==> src/design/psched_pkg.sv <==
// Shared definitions for the process admission scheduler.
// Holds event and request codes, register indexes, FSM state type and the
// command/status structs between controller and datapath. No dependencies.
`default_nettype none

package psched_pkg;

  localparam int RUN_DEPTH_DEF  = 16;
  localparam int WAIT_DEPTH_DEF = 16;

  // At most this many waiting jobs are started by one kill.
  localparam int MAX_STARTS = 16;
  localparam int STARTS_W   = $clog2(MAX_STARTS + 1);

  localparam int ID_W     = 16;
  localparam int SIZE_W   = 16;
  localparam int ENTRY_W  = ID_W + SIZE_W;
  localparam int SLOT_W   = 5;
  localparam int CAP_W    = 16;
  localparam int COUNT_W  = 5;
  localparam int RES_W    = 3;
  localparam int CFG_IDX_W = 1;
  localparam int CFG_DATA_W = 16;

  localparam logic [SLOT_W-1:0] SLOT_LIMIT_RST = 5'd4;
  localparam logic [CAP_W-1:0]  MEM_CAP_RST    = 16'd1024;

  localparam logic KIND_CREATE = 1'b0;
  localparam logic KIND_KILL   = 1'b1;

  localparam logic [CFG_IDX_W-1:0] CFG_SLOT_LIMIT = 1'b0;
  localparam logic [CFG_IDX_W-1:0] CFG_MEM_CAP    = 1'b1;

  localparam logic [RES_W-1:0] EV_STARTED      = 3'd0;
  localparam logic [RES_W-1:0] EV_QUEUED       = 3'd1;
  localparam logic [RES_W-1:0] EV_KILLED       = 3'd2;
  localparam logic [RES_W-1:0] EV_STARTED_WAIT = 3'd3;
  localparam logic [RES_W-1:0] EV_KILL_NONE    = 3'd4;
  localparam logic [RES_W-1:0] EV_REJECTED     = 3'd5;

  typedef enum logic [1:0] {
    ST_IDLE,
    ST_DECIDE,
    ST_CHECK,
    ST_GAP
  } state_e;

  typedef struct packed {
    logic latch_in;      // capture the accepted request
    logic create;        // resolve a create and write its single beat
    logic kill_empty;    // write the beat for a kill with nothing running
    logic kill;          // retire the oldest running job into the pending beat
    logic emit_pending;  // move the pending beat to the output register
    logic start;         // start the job at the waiting head
  } cmd_t;

  typedef struct packed {
    logic kind_kill;
    logic run_empty;
    logic can_start;
    logic out_free;
  } stat_t;

endpackage

`default_nettype wire

==> src/design/psched_ctrl.sv <==
// Controller state machine of the process admission scheduler.
// Sequences accept, decision, and the start loop; uses psched_pkg.
`default_nettype none

module psched_ctrl
  import psched_pkg::*;
(
  input  wire   clk_i,
  input  wire   rst_ni,
  input  wire   in_valid_i,
  output logic  in_ready_o,
  input  stat_t stat_i,
  output cmd_t  cmd_o
);

  state_e state_q, state_d;

  always_ff @(posedge clk_i or negedge rst_ni) begin
    if (!rst_ni) begin
      state_q <= ST_IDLE;
    end else begin
      state_q <= state_d;
    end
  end

  always_comb begin
    state_d = state_q;
    unique case (state_q)
      ST_IDLE: begin
        if (in_valid_i) state_d = ST_DECIDE;
      end
      ST_DECIDE: begin
        if (stat_i.kind_kill && !stat_i.run_empty) begin
          state_d = ST_CHECK;
        end else if (stat_i.out_free) begin
          state_d = ST_IDLE;
        end
      end
      ST_CHECK: begin
        if (stat_i.out_free) begin
          state_d = stat_i.can_start ? ST_GAP : ST_IDLE;
        end
      end
      // The waiting store read is registered, so a new head is read here before it is checked.
      ST_GAP: state_d = ST_CHECK;
      default: state_d = ST_IDLE;
    endcase
  end

  always_comb begin
    in_ready_o = 1'b0;
    cmd_o      = '0;
    unique case (state_q)
      ST_IDLE: begin
        in_ready_o     = 1'b1;
        cmd_o.latch_in = in_valid_i;
      end
      ST_DECIDE: begin
        if (stat_i.kind_kill) begin
          if (!stat_i.run_empty) begin
            cmd_o.kill = 1'b1;
          end else begin
            cmd_o.kill_empty = stat_i.out_free;
          end
        end else begin
          cmd_o.create = stat_i.out_free;
        end
      end
      ST_CHECK: begin
        cmd_o.emit_pending = stat_i.out_free;
        cmd_o.start        = stat_i.out_free && stat_i.can_start;
      end
      ST_GAP: begin
      end
      default: begin
      end
    endcase
  end

endmodule

`default_nettype wire

==> src/design/psched_dp.sv <==
// Datapath of the process admission scheduler: run and wait stores,
// FIFO pointers, memory accounting and the output register. Uses psched_pkg.
`default_nettype none

module psched_dp
  import psched_pkg::*;
#(
  parameter int RUN_DEPTH  = RUN_DEPTH_DEF,
  parameter int WAIT_DEPTH = WAIT_DEPTH_DEF
) (
  input  wire                   clk_i,
  input  wire                   rst_ni,
  input  wire                   cfg_we_i,
  input  wire [CFG_IDX_W-1:0]   cfg_index_i,
  input  wire [CFG_DATA_W-1:0]  cfg_wdata_i,
  input  wire                   in_kind_i,
  input  wire [ID_W-1:0]        in_id_i,
  input  wire [SIZE_W-1:0]      in_size_i,
  input  cmd_t                  cmd_i,
  output stat_t                 stat_o,
  input  wire                   out_ready_i,
  output logic                  out_valid_o,
  output logic [RES_W-1:0]      out_res_o,
  output logic [ID_W-1:0]       out_id_o,
  output logic [SIZE_W-1:0]     out_size_o,
  output logic [CAP_W-1:0]      out_free_o,
  output logic [COUNT_W-1:0]    out_count_o,
  output logic                  out_last_o
);

  localparam int RAW  = (RUN_DEPTH > 1) ? $clog2(RUN_DEPTH) : 1;
  localparam int RFW  = $clog2(RUN_DEPTH + 1);
  localparam int WAW  = (WAIT_DEPTH > 1) ? $clog2(WAIT_DEPTH) : 1;
  localparam int WFW  = $clog2(WAIT_DEPTH + 1);
  localparam int UW   = SIZE_W + RFW;
  localparam int CMPW = (RFW > SLOT_W) ? RFW : SLOT_W;

  logic [ENTRY_W-1:0] run_mem  [RUN_DEPTH];
  logic [ENTRY_W-1:0] wait_mem [WAIT_DEPTH];
  logic [ENTRY_W-1:0] run_rd_q, wait_rd_q;

  logic [SLOT_W-1:0] slot_limit_q;
  logic [CAP_W-1:0]  free_q;
  logic [UW-1:0]     used_q;
  logic [RAW-1:0]    run_head_q, run_tail_q;
  logic [RFW-1:0]    run_fill_q;
  logic [WAW-1:0]    wait_head_q, wait_tail_q;
  logic [WFW-1:0]    wait_fill_q;
  logic [STARTS_W-1:0] starts_q;
  logic              out_valid_q;

  logic              kind_q;
  logic [ID_W-1:0]   id_q;
  logic [SIZE_W-1:0] size_q;

  logic [RES_W-1:0]   pend_res_q;
  logic [ENTRY_W-1:0] pend_entry_q;
  logic [CAP_W-1:0]   pend_free_q;
  logic [RFW-1:0]     pend_fill_q;

  logic [RES_W-1:0]  out_res_q;
  logic [ID_W-1:0]   out_id_q;
  logic [SIZE_W-1:0] out_size_q;
  logic [CAP_W-1:0]  out_free_q;
  logic [RFW-1:0]    out_fill_q;
  logic              out_last_q;

  logic [RAW-1:0]     run_head_inc, run_tail_inc;
  logic [WAW-1:0]     wait_head_inc, wait_tail_inc;
  logic               run_slot, fits, wait_full, can_start, emit_any;
  logic [SIZE_W:0]    kill_sum;
  logic [CAP_W-1:0]   kill_free;
  logic [SIZE_W-1:0]  run_size, wait_size;
  logic [CAP_W-1:0]   cap_free;
  logic [UW-1:0]      cap_ext;
  logic [ENTRY_W-1:0] in_entry;

  assign run_head_inc  = (run_head_q == RAW'(RUN_DEPTH - 1)) ? '0 : run_head_q + RAW'(1);
  assign run_tail_inc  = (run_tail_q == RAW'(RUN_DEPTH - 1)) ? '0 : run_tail_q + RAW'(1);
  assign wait_head_inc = (wait_head_q == WAW'(WAIT_DEPTH - 1)) ? '0 : wait_head_q + WAW'(1);
  assign wait_tail_inc = (wait_tail_q == WAW'(WAIT_DEPTH - 1)) ? '0 : wait_tail_q + WAW'(1);

  assign run_size  = run_rd_q[ENTRY_W-1:ID_W];
  assign wait_size = wait_rd_q[ENTRY_W-1:ID_W];
  assign in_entry  = {size_q, id_q};

  // The usable slot count is the smaller of the register and the store depth.
  assign run_slot  = (CMPW'(run_fill_q) < CMPW'(slot_limit_q)) &&
                     (run_fill_q != RFW'(RUN_DEPTH));
  assign fits      = (size_q <= free_q) && run_slot;
  assign wait_full = (wait_fill_q == WFW'(WAIT_DEPTH));

  assign kill_sum  = {1'b0, free_q} + {1'b0, run_size};
  assign kill_free = kill_sum[SIZE_W] ? '1 : kill_sum[SIZE_W-1:0];

  assign can_start = (wait_fill_q != '0) && (wait_size <= free_q) && run_slot &&
                     (starts_q != STARTS_W'(MAX_STARTS));

  // Free memory after a capacity write is the capacity less what the running
  // jobs hold, floored at zero.
  assign cap_ext  = UW'(cfg_wdata_i);
  assign cap_free = (used_q >= cap_ext) ? '0 : CAP_W'(cap_ext - used_q);

  assign emit_any = cmd_i.create || cmd_i.kill_empty || cmd_i.emit_pending;

  always_ff @(posedge clk_i or negedge rst_ni) begin
    if (!rst_ni) begin
      slot_limit_q <= SLOT_LIMIT_RST;
      free_q       <= MEM_CAP_RST;
      used_q       <= '0;
      run_head_q   <= '0;
      run_tail_q   <= '0;
      run_fill_q   <= '0;
      wait_head_q  <= '0;
      wait_tail_q  <= '0;
      wait_fill_q  <= '0;
      starts_q     <= '0;
      out_valid_q  <= 1'b0;
    end else begin
      if (emit_any) begin
        out_valid_q <= 1'b1;
      end else if (out_ready_i) begin
        out_valid_q <= 1'b0;
      end

      if (cfg_we_i) begin
        if (cfg_index_i == CFG_SLOT_LIMIT) begin
          slot_limit_q <= cfg_wdata_i[SLOT_W-1:0];
        end else begin
          free_q <= cap_free;
        end
      end else if (cmd_i.create) begin
        if (fits) begin
          free_q     <= free_q - size_q;
          used_q     <= used_q + UW'(size_q);
          run_tail_q <= run_tail_inc;
          run_fill_q <= run_fill_q + RFW'(1);
        end else if (!wait_full) begin
          wait_tail_q <= wait_tail_inc;
          wait_fill_q <= wait_fill_q + WFW'(1);
        end
      end else if (cmd_i.kill) begin
        free_q     <= kill_free;
        used_q     <= used_q - UW'(run_size);
        run_head_q <= run_head_inc;
        run_fill_q <= run_fill_q - RFW'(1);
        starts_q   <= '0;
      end else if (cmd_i.start) begin
        free_q      <= free_q - wait_size;
        used_q      <= used_q + UW'(wait_size);
        wait_head_q <= wait_head_inc;
        wait_fill_q <= wait_fill_q - WFW'(1);
        run_tail_q  <= run_tail_inc;
        run_fill_q  <= run_fill_q + RFW'(1);
        starts_q    <= starts_q + STARTS_W'(1);
      end
    end
  end

  // Both stores are read continuously at their heads.
  always_ff @(posedge clk_i) begin
    if (cmd_i.create && fits) begin
      run_mem[run_tail_q] <= in_entry;
    end else if (cmd_i.start) begin
      run_mem[run_tail_q] <= wait_rd_q;
    end
    run_rd_q <= run_mem[run_head_q];
  end

  always_ff @(posedge clk_i) begin
    if (cmd_i.create && !fits && !wait_full) begin
      wait_mem[wait_tail_q] <= in_entry;
    end
    wait_rd_q <= wait_mem[wait_head_q];
  end

  always_ff @(posedge clk_i) begin
    if (cmd_i.latch_in) begin
      kind_q <= in_kind_i;
      id_q   <= in_id_i;
      size_q <= in_size_i;
    end

    // A kill or start beat is held back until it is known whether another
    // start follows, which decides its last flag.
    if (cmd_i.kill) begin
      pend_res_q   <= EV_KILLED;
      pend_entry_q <= run_rd_q;
      pend_free_q  <= kill_free;
      pend_fill_q  <= run_fill_q - RFW'(1);
    end else if (cmd_i.start) begin
      pend_res_q   <= EV_STARTED_WAIT;
      pend_entry_q <= wait_rd_q;
      pend_free_q  <= free_q - wait_size;
      pend_fill_q  <= run_fill_q + RFW'(1);
    end

    if (cmd_i.create) begin
      out_id_q   <= id_q;
      out_size_q <= size_q;
      out_last_q <= 1'b1;
      if (fits) begin
        out_res_q  <= EV_STARTED;
        out_free_q <= free_q - size_q;
        out_fill_q <= run_fill_q + RFW'(1);
      end else begin
        out_res_q  <= wait_full ? EV_REJECTED : EV_QUEUED;
        out_free_q <= free_q;
        out_fill_q <= run_fill_q;
      end
    end else if (cmd_i.kill_empty) begin
      out_res_q  <= EV_KILL_NONE;
      out_id_q   <= '0;
      out_size_q <= '0;
      out_free_q <= free_q;
      out_fill_q <= run_fill_q;
      out_last_q <= 1'b1;
    end else if (cmd_i.emit_pending) begin
      out_res_q  <= pend_res_q;
      out_id_q   <= pend_entry_q[ID_W-1:0];
      out_size_q <= pend_entry_q[ENTRY_W-1:ID_W];
      out_free_q <= pend_free_q;
      out_fill_q <= pend_fill_q;
      out_last_q <= !can_start;
    end
  end

  always_comb begin
    stat_o.kind_kill = (kind_q == KIND_KILL);
    stat_o.run_empty = (run_fill_q == '0);
    stat_o.can_start = can_start;
    stat_o.out_free  = !out_valid_q || out_ready_i;
  end

  assign out_valid_o = out_valid_q;
  assign out_res_o   = out_res_q;
  assign out_id_o    = out_id_q;
  assign out_size_o  = out_size_q;
  assign out_free_o  = out_free_q;
  assign out_count_o = COUNT_W'(out_fill_q);
  assign out_last_o  = out_last_q;

endmodule

`default_nettype wire

==> src/design/process_admission_scheduler_core.sv <==
// Process admission scheduler: create requests start, queue or reject jobs
// against a slot limit and a memory pool; a kill retires the oldest running
// job and then starts waiting jobs in order from the head of the waiting
// queue. One request is handled at a time. A create, or a kill with nothing
// running, is resolved in the decide state and written as its single beat
// once the output register is free. After each start of a waiting job a kill
// passes through a gap state, as the waiting store's registered read port must
// refresh before the next head is checked. The next request is accepted while
// the last result beat still waits in the output register. No clearing pass is
// needed after reset. Depends on psched_pkg, psched_ctrl and psched_dp.
`default_nettype none

module process_admission_scheduler_core
  import psched_pkg::*;
#(
  parameter int RUN_DEPTH  = RUN_DEPTH_DEF,
  parameter int WAIT_DEPTH = WAIT_DEPTH_DEF
) (
  input  wire                  clk_i,
  input  wire                  rst_ni,
  input  wire                  cfg_we_i,
  input  wire [CFG_IDX_W-1:0]  cfg_index_i,
  input  wire [CFG_DATA_W-1:0] cfg_wdata_i,
  input  wire                  s_axis_tvalid_i,
  output logic                 s_axis_tready_o,
  // tdata: job_id[15:0], job_size[31:16]
  input  wire [31:0]           s_axis_tdata_i,
  // tuser: kind[0]
  input  wire                  s_axis_tuser_i,
  output logic                 m_axis_tvalid_o,
  input  wire                  m_axis_tready_i,
  // tdata: event_id[15:0], event_size[31:16], free_memory[47:32],
  // running_count[52:48], zero fill[55:53]
  output logic [55:0]          m_axis_tdata_o,
  // tuser: event_res[2:0]
  output logic [RES_W-1:0]     m_axis_tuser_o,
  output logic                 m_axis_tlast_o
);

  cmd_t  cmd;
  stat_t stat;

  logic [ID_W-1:0]    ev_id;
  logic [SIZE_W-1:0]  ev_size;
  logic [CAP_W-1:0]   ev_free;
  logic [COUNT_W-1:0] ev_count;

  psched_ctrl u_ctrl (
    .clk_i      (clk_i),
    .rst_ni     (rst_ni),
    .in_valid_i (s_axis_tvalid_i),
    .in_ready_o (s_axis_tready_o),
    .stat_i     (stat),
    .cmd_o      (cmd)
  );

  psched_dp #(
    .RUN_DEPTH  (RUN_DEPTH),
    .WAIT_DEPTH (WAIT_DEPTH)
  ) u_dp (
    .clk_i       (clk_i),
    .rst_ni      (rst_ni),
    .cfg_we_i    (cfg_we_i),
    .cfg_index_i (cfg_index_i),
    .cfg_wdata_i (cfg_wdata_i),
    .in_kind_i   (s_axis_tuser_i),
    .in_id_i     (s_axis_tdata_i[15:0]),
    .in_size_i   (s_axis_tdata_i[31:16]),
    .cmd_i       (cmd),
    .stat_o      (stat),
    .out_ready_i (m_axis_tready_i),
    .out_valid_o (m_axis_tvalid_o),
    .out_res_o   (m_axis_tuser_o),
    .out_id_o    (ev_id),
    .out_size_o  (ev_size),
    .out_free_o  (ev_free),
    .out_count_o (ev_count),
    .out_last_o  (m_axis_tlast_o)
  );

  assign m_axis_tdata_o = {3'b000, ev_count, ev_free, ev_size, ev_id};

`ifndef NO_ASSERTIONS
  // One request at a time: after an accept the input side closes.
  a_one_at_a_time: assert property (@(posedge clk_i) disable iff (!rst_ni)
    (s_axis_tvalid_i && s_axis_tready_o) |=> !s_axis_tready_o)
    else $error("input accepted while a request is in progress");

  // A start always goes together with moving the previous beat out.
  a_start_emits: assert property (@(posedge clk_i) disable iff (!rst_ni)
    cmd.start |-> (cmd.emit_pending && stat.out_free))
    else $error("waiting job started without emitting the pending beat");

  // A beat is never written over while it is still waiting downstream.
  a_no_overwrite: assert property (@(posedge clk_i) disable iff (!rst_ni)
    (m_axis_tvalid_o && !m_axis_tready_i) |-> !(cmd.create || cmd.kill_empty ||
      cmd.emit_pending))
    else $error("output beat overwritten while stalled");
`endif

endmodule

`default_nettype wire

==> config.mk <==
export PLATFORM = sky130hd
export DESIGN_NAME = process_admission_scheduler_core
export DESIGN_NICKNAME = d
export VERILOG_FILES = /design/src/design/psched_pkg.sv /design/src/design/psched_ctrl.sv /design/src/design/psched_dp.sv /design/src/design/process_admission_scheduler_core.sv
export SDC_FILE = /design/constraint.sdc
export NUM_CORES = 2
export LEC_CHECK = 0
export BUFFER_PORTS_ARGS = -buffer_cell sky130_fd_sc_hd__buf_2
export CAP_MARGIN = 20
export CORE_MARGIN = 4
export CORE_UTILIZATION = 60
export CTS_BUF_LIST = sky130_fd_sc_hd__clkbuf_4
export CTS_CLUSTER_DIAMETER = 120
export CTS_CLUSTER_SIZE = 16
export DETAILED_ROUTE_END_ITERATION = 10
export PLACE_DENSITY = 0.77
export SLEW_MARGIN = 5
export SYNTH_ARGS = -nofsm -noshare
export SYNTH_HDL_FRONTEND = slang
export SYNTH_SLANG_ARGS = --single-unit
==> constraint.sdc <==
create_clock -name clk_i -period 8.6 [get_ports clk_i]
set_clock_uncertainty 0.2 [all_clocks]
set_input_delay 0.43 -clock clk_i [delete_from_list [all_inputs] [get_ports clk_i]]
set_output_delay 0.43 -clock clk_i [all_outputs]
set_load 0.02 [all_outputs]
==> run summary <==
The final critical delay including setup and external delays came out at 6.37 ns. The run finished with clean final reports. The cell count after synthesis came out at 3,661. The die span in y is 313 um.

The critical path start-end classification is register to register. After the first detailed-routing iteration, the DRC count stood at 3,897. The worst stage delay on the critical path is 0.67 ns.

The power density over the cells is 312 nW/um^2. In this run the clock root is driven by a clkbuf_4. In the global route stage, overall resource usage came out at 28.2%. The number of hold-slack violations in the final timing report is 0.

The layout-stage area growth over the synthesis result came out at 8.68%. The met1 capacity usage during global routing is 40.4%. The number of antenna violations at the first check in global routing is 7. The maximum buffer depth of the clock tree is 3.

The number of pins exceeding their max-slew limit in the final report came to 0. The proportion of synthesized flip-flops having asynchronous set or reset is 5.81%. The count of unique library cells instantiated by Yosys is 90. The worst supply voltage drop on vdd is 0.266 mV. Setup repair after global routing left no endpoint under its margin.

The largest net degree at the start of global routing is 120. The busiest metal layer after global routing is met2. After routing, the total negative slack on setup checks comes to 0 ns.

The final core utilization came out at 66.0%. Each instance of the synthesized netlist takes up on average 15.2 um^2. The x dimension of the die came out at 313 um. The number of hold buffers added after cts came out at 107. Sorting the synthesized cells by area gives the leading types as edfxtp_1 (63%), mux4_2 (5.2%), mux2i_1 (3.9%).

The wire length of the first global-routing pass is 207,000 um. For this design, the slowest cell found on the critical path is a221oi_1. Leaving out fill and tap cells, the most frequent cells in the layout are edfxtp_1 (1,166), nand2_1 (325), o21ai_0 (248).

The register bit count reported by yosys is 1,308. The layout cell share with drive strength beyond 1 is 16.5%. The number of detailed-routing iterations run before antenna repair is 6. The detailed placement HPWL came out at 84,700 um. In the final routed layout, each cell accounts on average for 26.7 um. The worst setup path is captured at a register. For this run, global-route usage on met3 was measured as 3.95%. The area occupied by multi-input gates is 16,600 um^2.

Counting the fill cells in the layout gives 6,445. The number of rows in the core area is 111. The critical path goes through and3b_1 > and2_2 > buf_4 > nor2_1 > a21oi_1 > ha_1 > inv_1 > nor4bb_1 > buf_4 > nand3_1 > xor2_1 > o21ai_0 > ha_1 > nand2_1 > nor3_1 > a221oi_1 > a211oi_1 > nor2_1 > a21oi_1 > a31oi_1 > xnor2_1 > mux2_2. The via density per instance is 6.42. The net total in the final layout came out at 4,067. The via count of the first global-routing pass came to 32,800. In the synthesized netlist the dominant register cell turns out to be edfxtp_1. Summed over all instances, the cell type with the most area after synthesis is edfxtp_1. The instance area after placement came out at 58,200 um^2. The effective utilization at floorplan came out at 60.7%. STA classifies the critical path startpoint as a register. The worst hold slack came out at 0.0974 ns. The clock sink count came out at 1,308. The total I/O pin count came out at 117. The met2 track utilization from global routing came out at 45.3%. The TritonCTS buffer count is 91. CTS built an H-tree with a depth of 3. The clock latency at the later pin of the worst-skew pair is 1.10 ns. The final critical-path share of the clock period came out at 74.1%. The sequential standard cell area came out at 38,300 um^2. The min-delay analysis places its worst path in the category input port to register. At the worst endpoint, the required time is 9.34 ns. The total of buffers placed on input and output ports is 113.

The headroom to the max-slew limit is 23.9%. The most frequent standard cell in the layout excluding fill and tap cells is edfxtp_1. The number of warning messages in the yosys log came out at 0.

The number of flops mapped to enable cells by yosys is 1,166. After routing the design area is 60,700 um^2. The worst path arrival time is 7.12 ns.

The transition time of the tightest slew-check pin came out at 1.14 ns. For this run, design rule violations remaining after detail routing come to 0. The number of routed nets with antenna violations is 0.

The quantity of gates resized following cts came out at 0. The portion of synthesized cell area occupied by the leading cell type is 62.7%. The netlist area before placement came out at 55,800 um^2. The cell total after placement came out at 4,919. The number of max-cap violations is 0.

The final weighted congestion in routability-driven placement is 0.967. After global routing the overflow that remains totals 0. The achievable clock frequency came out at 157 MHz. The peak fanout along the critical path came out at 31.

The share of the Yosys chip area taken by registers is 68.5%. The analysis attributes to cell leakage a power of 20.9 nW. The aggregate routed wire length is 139,000 um. After clock tree synthesis, the setup repair step added 0 buffers. The routed layout has 33,400 vias. TritonCTS built the clock tree. The area of the core region came out at 91,900 um^2. The total die area came out at 98,000 um^2. The final standard cell count with taps included and fillers excluded is 5,203. Clock-pin slew was measured on the worst setup and hold paths at 0.20 ns. Setup violations remaining at the end of the flow were counted as 0.
==> synthesized netlist by cell type, types with 12 or more instances <==
| library cell | number |
|---|---|
| a221oi_1 | 68 |
| clkbuf_1 | 124 |
| a31oi_1 | 23 |
| mux4_2 | 128 |
| nand3_1 | 32 |
| a21o_1 | 30 |
| o21a_1 | 18 |
| nand2b_1 | 13 |
| dfxtp_1 | 66 |
| a22o_1 | 19 |
| a21oi_1 | 147 |
| nor2b_1 | 20 |
| buf_1 | 38 |
| xor2_1 | 44 |
| xnor2_1 | 56 |
| a22oi_1 | 82 |
| o211ai_1 | 13 |
| a211oi_1 | 12 |
| nand4_1 | 14 |
| mux2_2 | 80 |
| mux2i_1 | 217 |
| and2_1 | 25 |
| ha_1 | 125 |
| inv_1 | 115 |
| nor3_1 | 29 |
| o21ai_0 | 248 |
| nor4_1 | 15 |
| nor2_1 | 97 |
| nand2_1 | 327 |
| edfxtp_1 | 1166 |
| o31ai_1 | 12 |
| buf_2 | 12 |
| dfrtp_1 | 74 |
==> area by class of cell <==
cell class	instances	area share, %
flip-flops and latches	1308	63.1
inverters	118	0.730
repair buffers	303	4.04
clock inverters	5	0.163
well taps	1243	2.56
clock buffers	162	2.00
multi-input cells	2059	27.4
diodes	5	0.0206
==> path summary, 6_finish.rpt <==
path	from	endpoint	slack, ns	cells past startpoint
worst max-delay path	u_ctrl.state_q[0]	u_dp.used_q[19]	2.23	22
worst min-delay path	cfg_wdata_i[10]	u_dp.free_q[10]	0.1	6
worst max register to register	u_ctrl.state_q[0]	u_dp.used_q[19]	2.23	22
worst min register to register	u_dp.used_q[20]	u_dp.used_q[20]	0.30	1
max in group asynchronous	rst_ni	u_dp.used_q[16]	6.87	5
min in group asynchronous	rst_ni	u_dp.used_q[0]	0.40	4
==> power by group <==
part | total [W] | leakage [nW] | switching, W | internal (W)
registers | 0.00879 | 12.0 | 0.000855 | 0.00794
clock network | 0.00279 | 0.796 | 0.00186 | 0.000929
logic | 0.00733 | 8.13 | 0.00435 | 0.00298
==> layer usage <==
metal,part of all wire (%),wire (um)
met3,8.7,12100
met2,47,65600
met5,0,0
met4,3.6,4970
met1,40,56200
==> registers in the layout, summed over array words and instances, names as in the netlist, 21 cells and up <==
| signal | count |
|---|---|
| u_dp.pend_entry_q | 32 |
| u_dp.wait_mem | 512 |
| u_dp.run_mem | 512 |
| u_dp.used_q | 21 |
| u_dp.wait_rd_q | 32 |
| u_dp.run_rd_q | 32 |
==> worst max-delay path: cells and delay by family (launching register included) <==
family                   cells  cell delay (ns)
AO/OA/AOI/OAI                6             1.67
AND/OR/NAND/NOR              8             2.00
adder cells (fa/ha/maj)      2             0.59
multiplexers                 1             0.25
XOR/XNOR                     2             0.23
buffers and inverters        3             0.72
flip-flops                   1             0.52
==> stage by stage <==
step                      total power [W]  setup WS (ns)
after detailed placement           0.0160           2.34
after global routing               0.0199           1.81
after global placement             0.0159           2.54
final                              0.0189           2.23
after floorplan                    0.0137           2.32
after CTS                          0.0188           2.32
==> logic make-up after synthesis <==
family          count (synthesis)  share of synthesized area [%]
compound gates                774                           9.07
other cells                     1                        0.00672
fa+ha+maj                     131                           3.02
simple gates                  626                           5.13
xor+xnor                      100                           1.57
flops                        1308                           68.5
mux                           425                           10.7
buf+inv                       296                           2.04
Power figures use the tool's default switching activity.
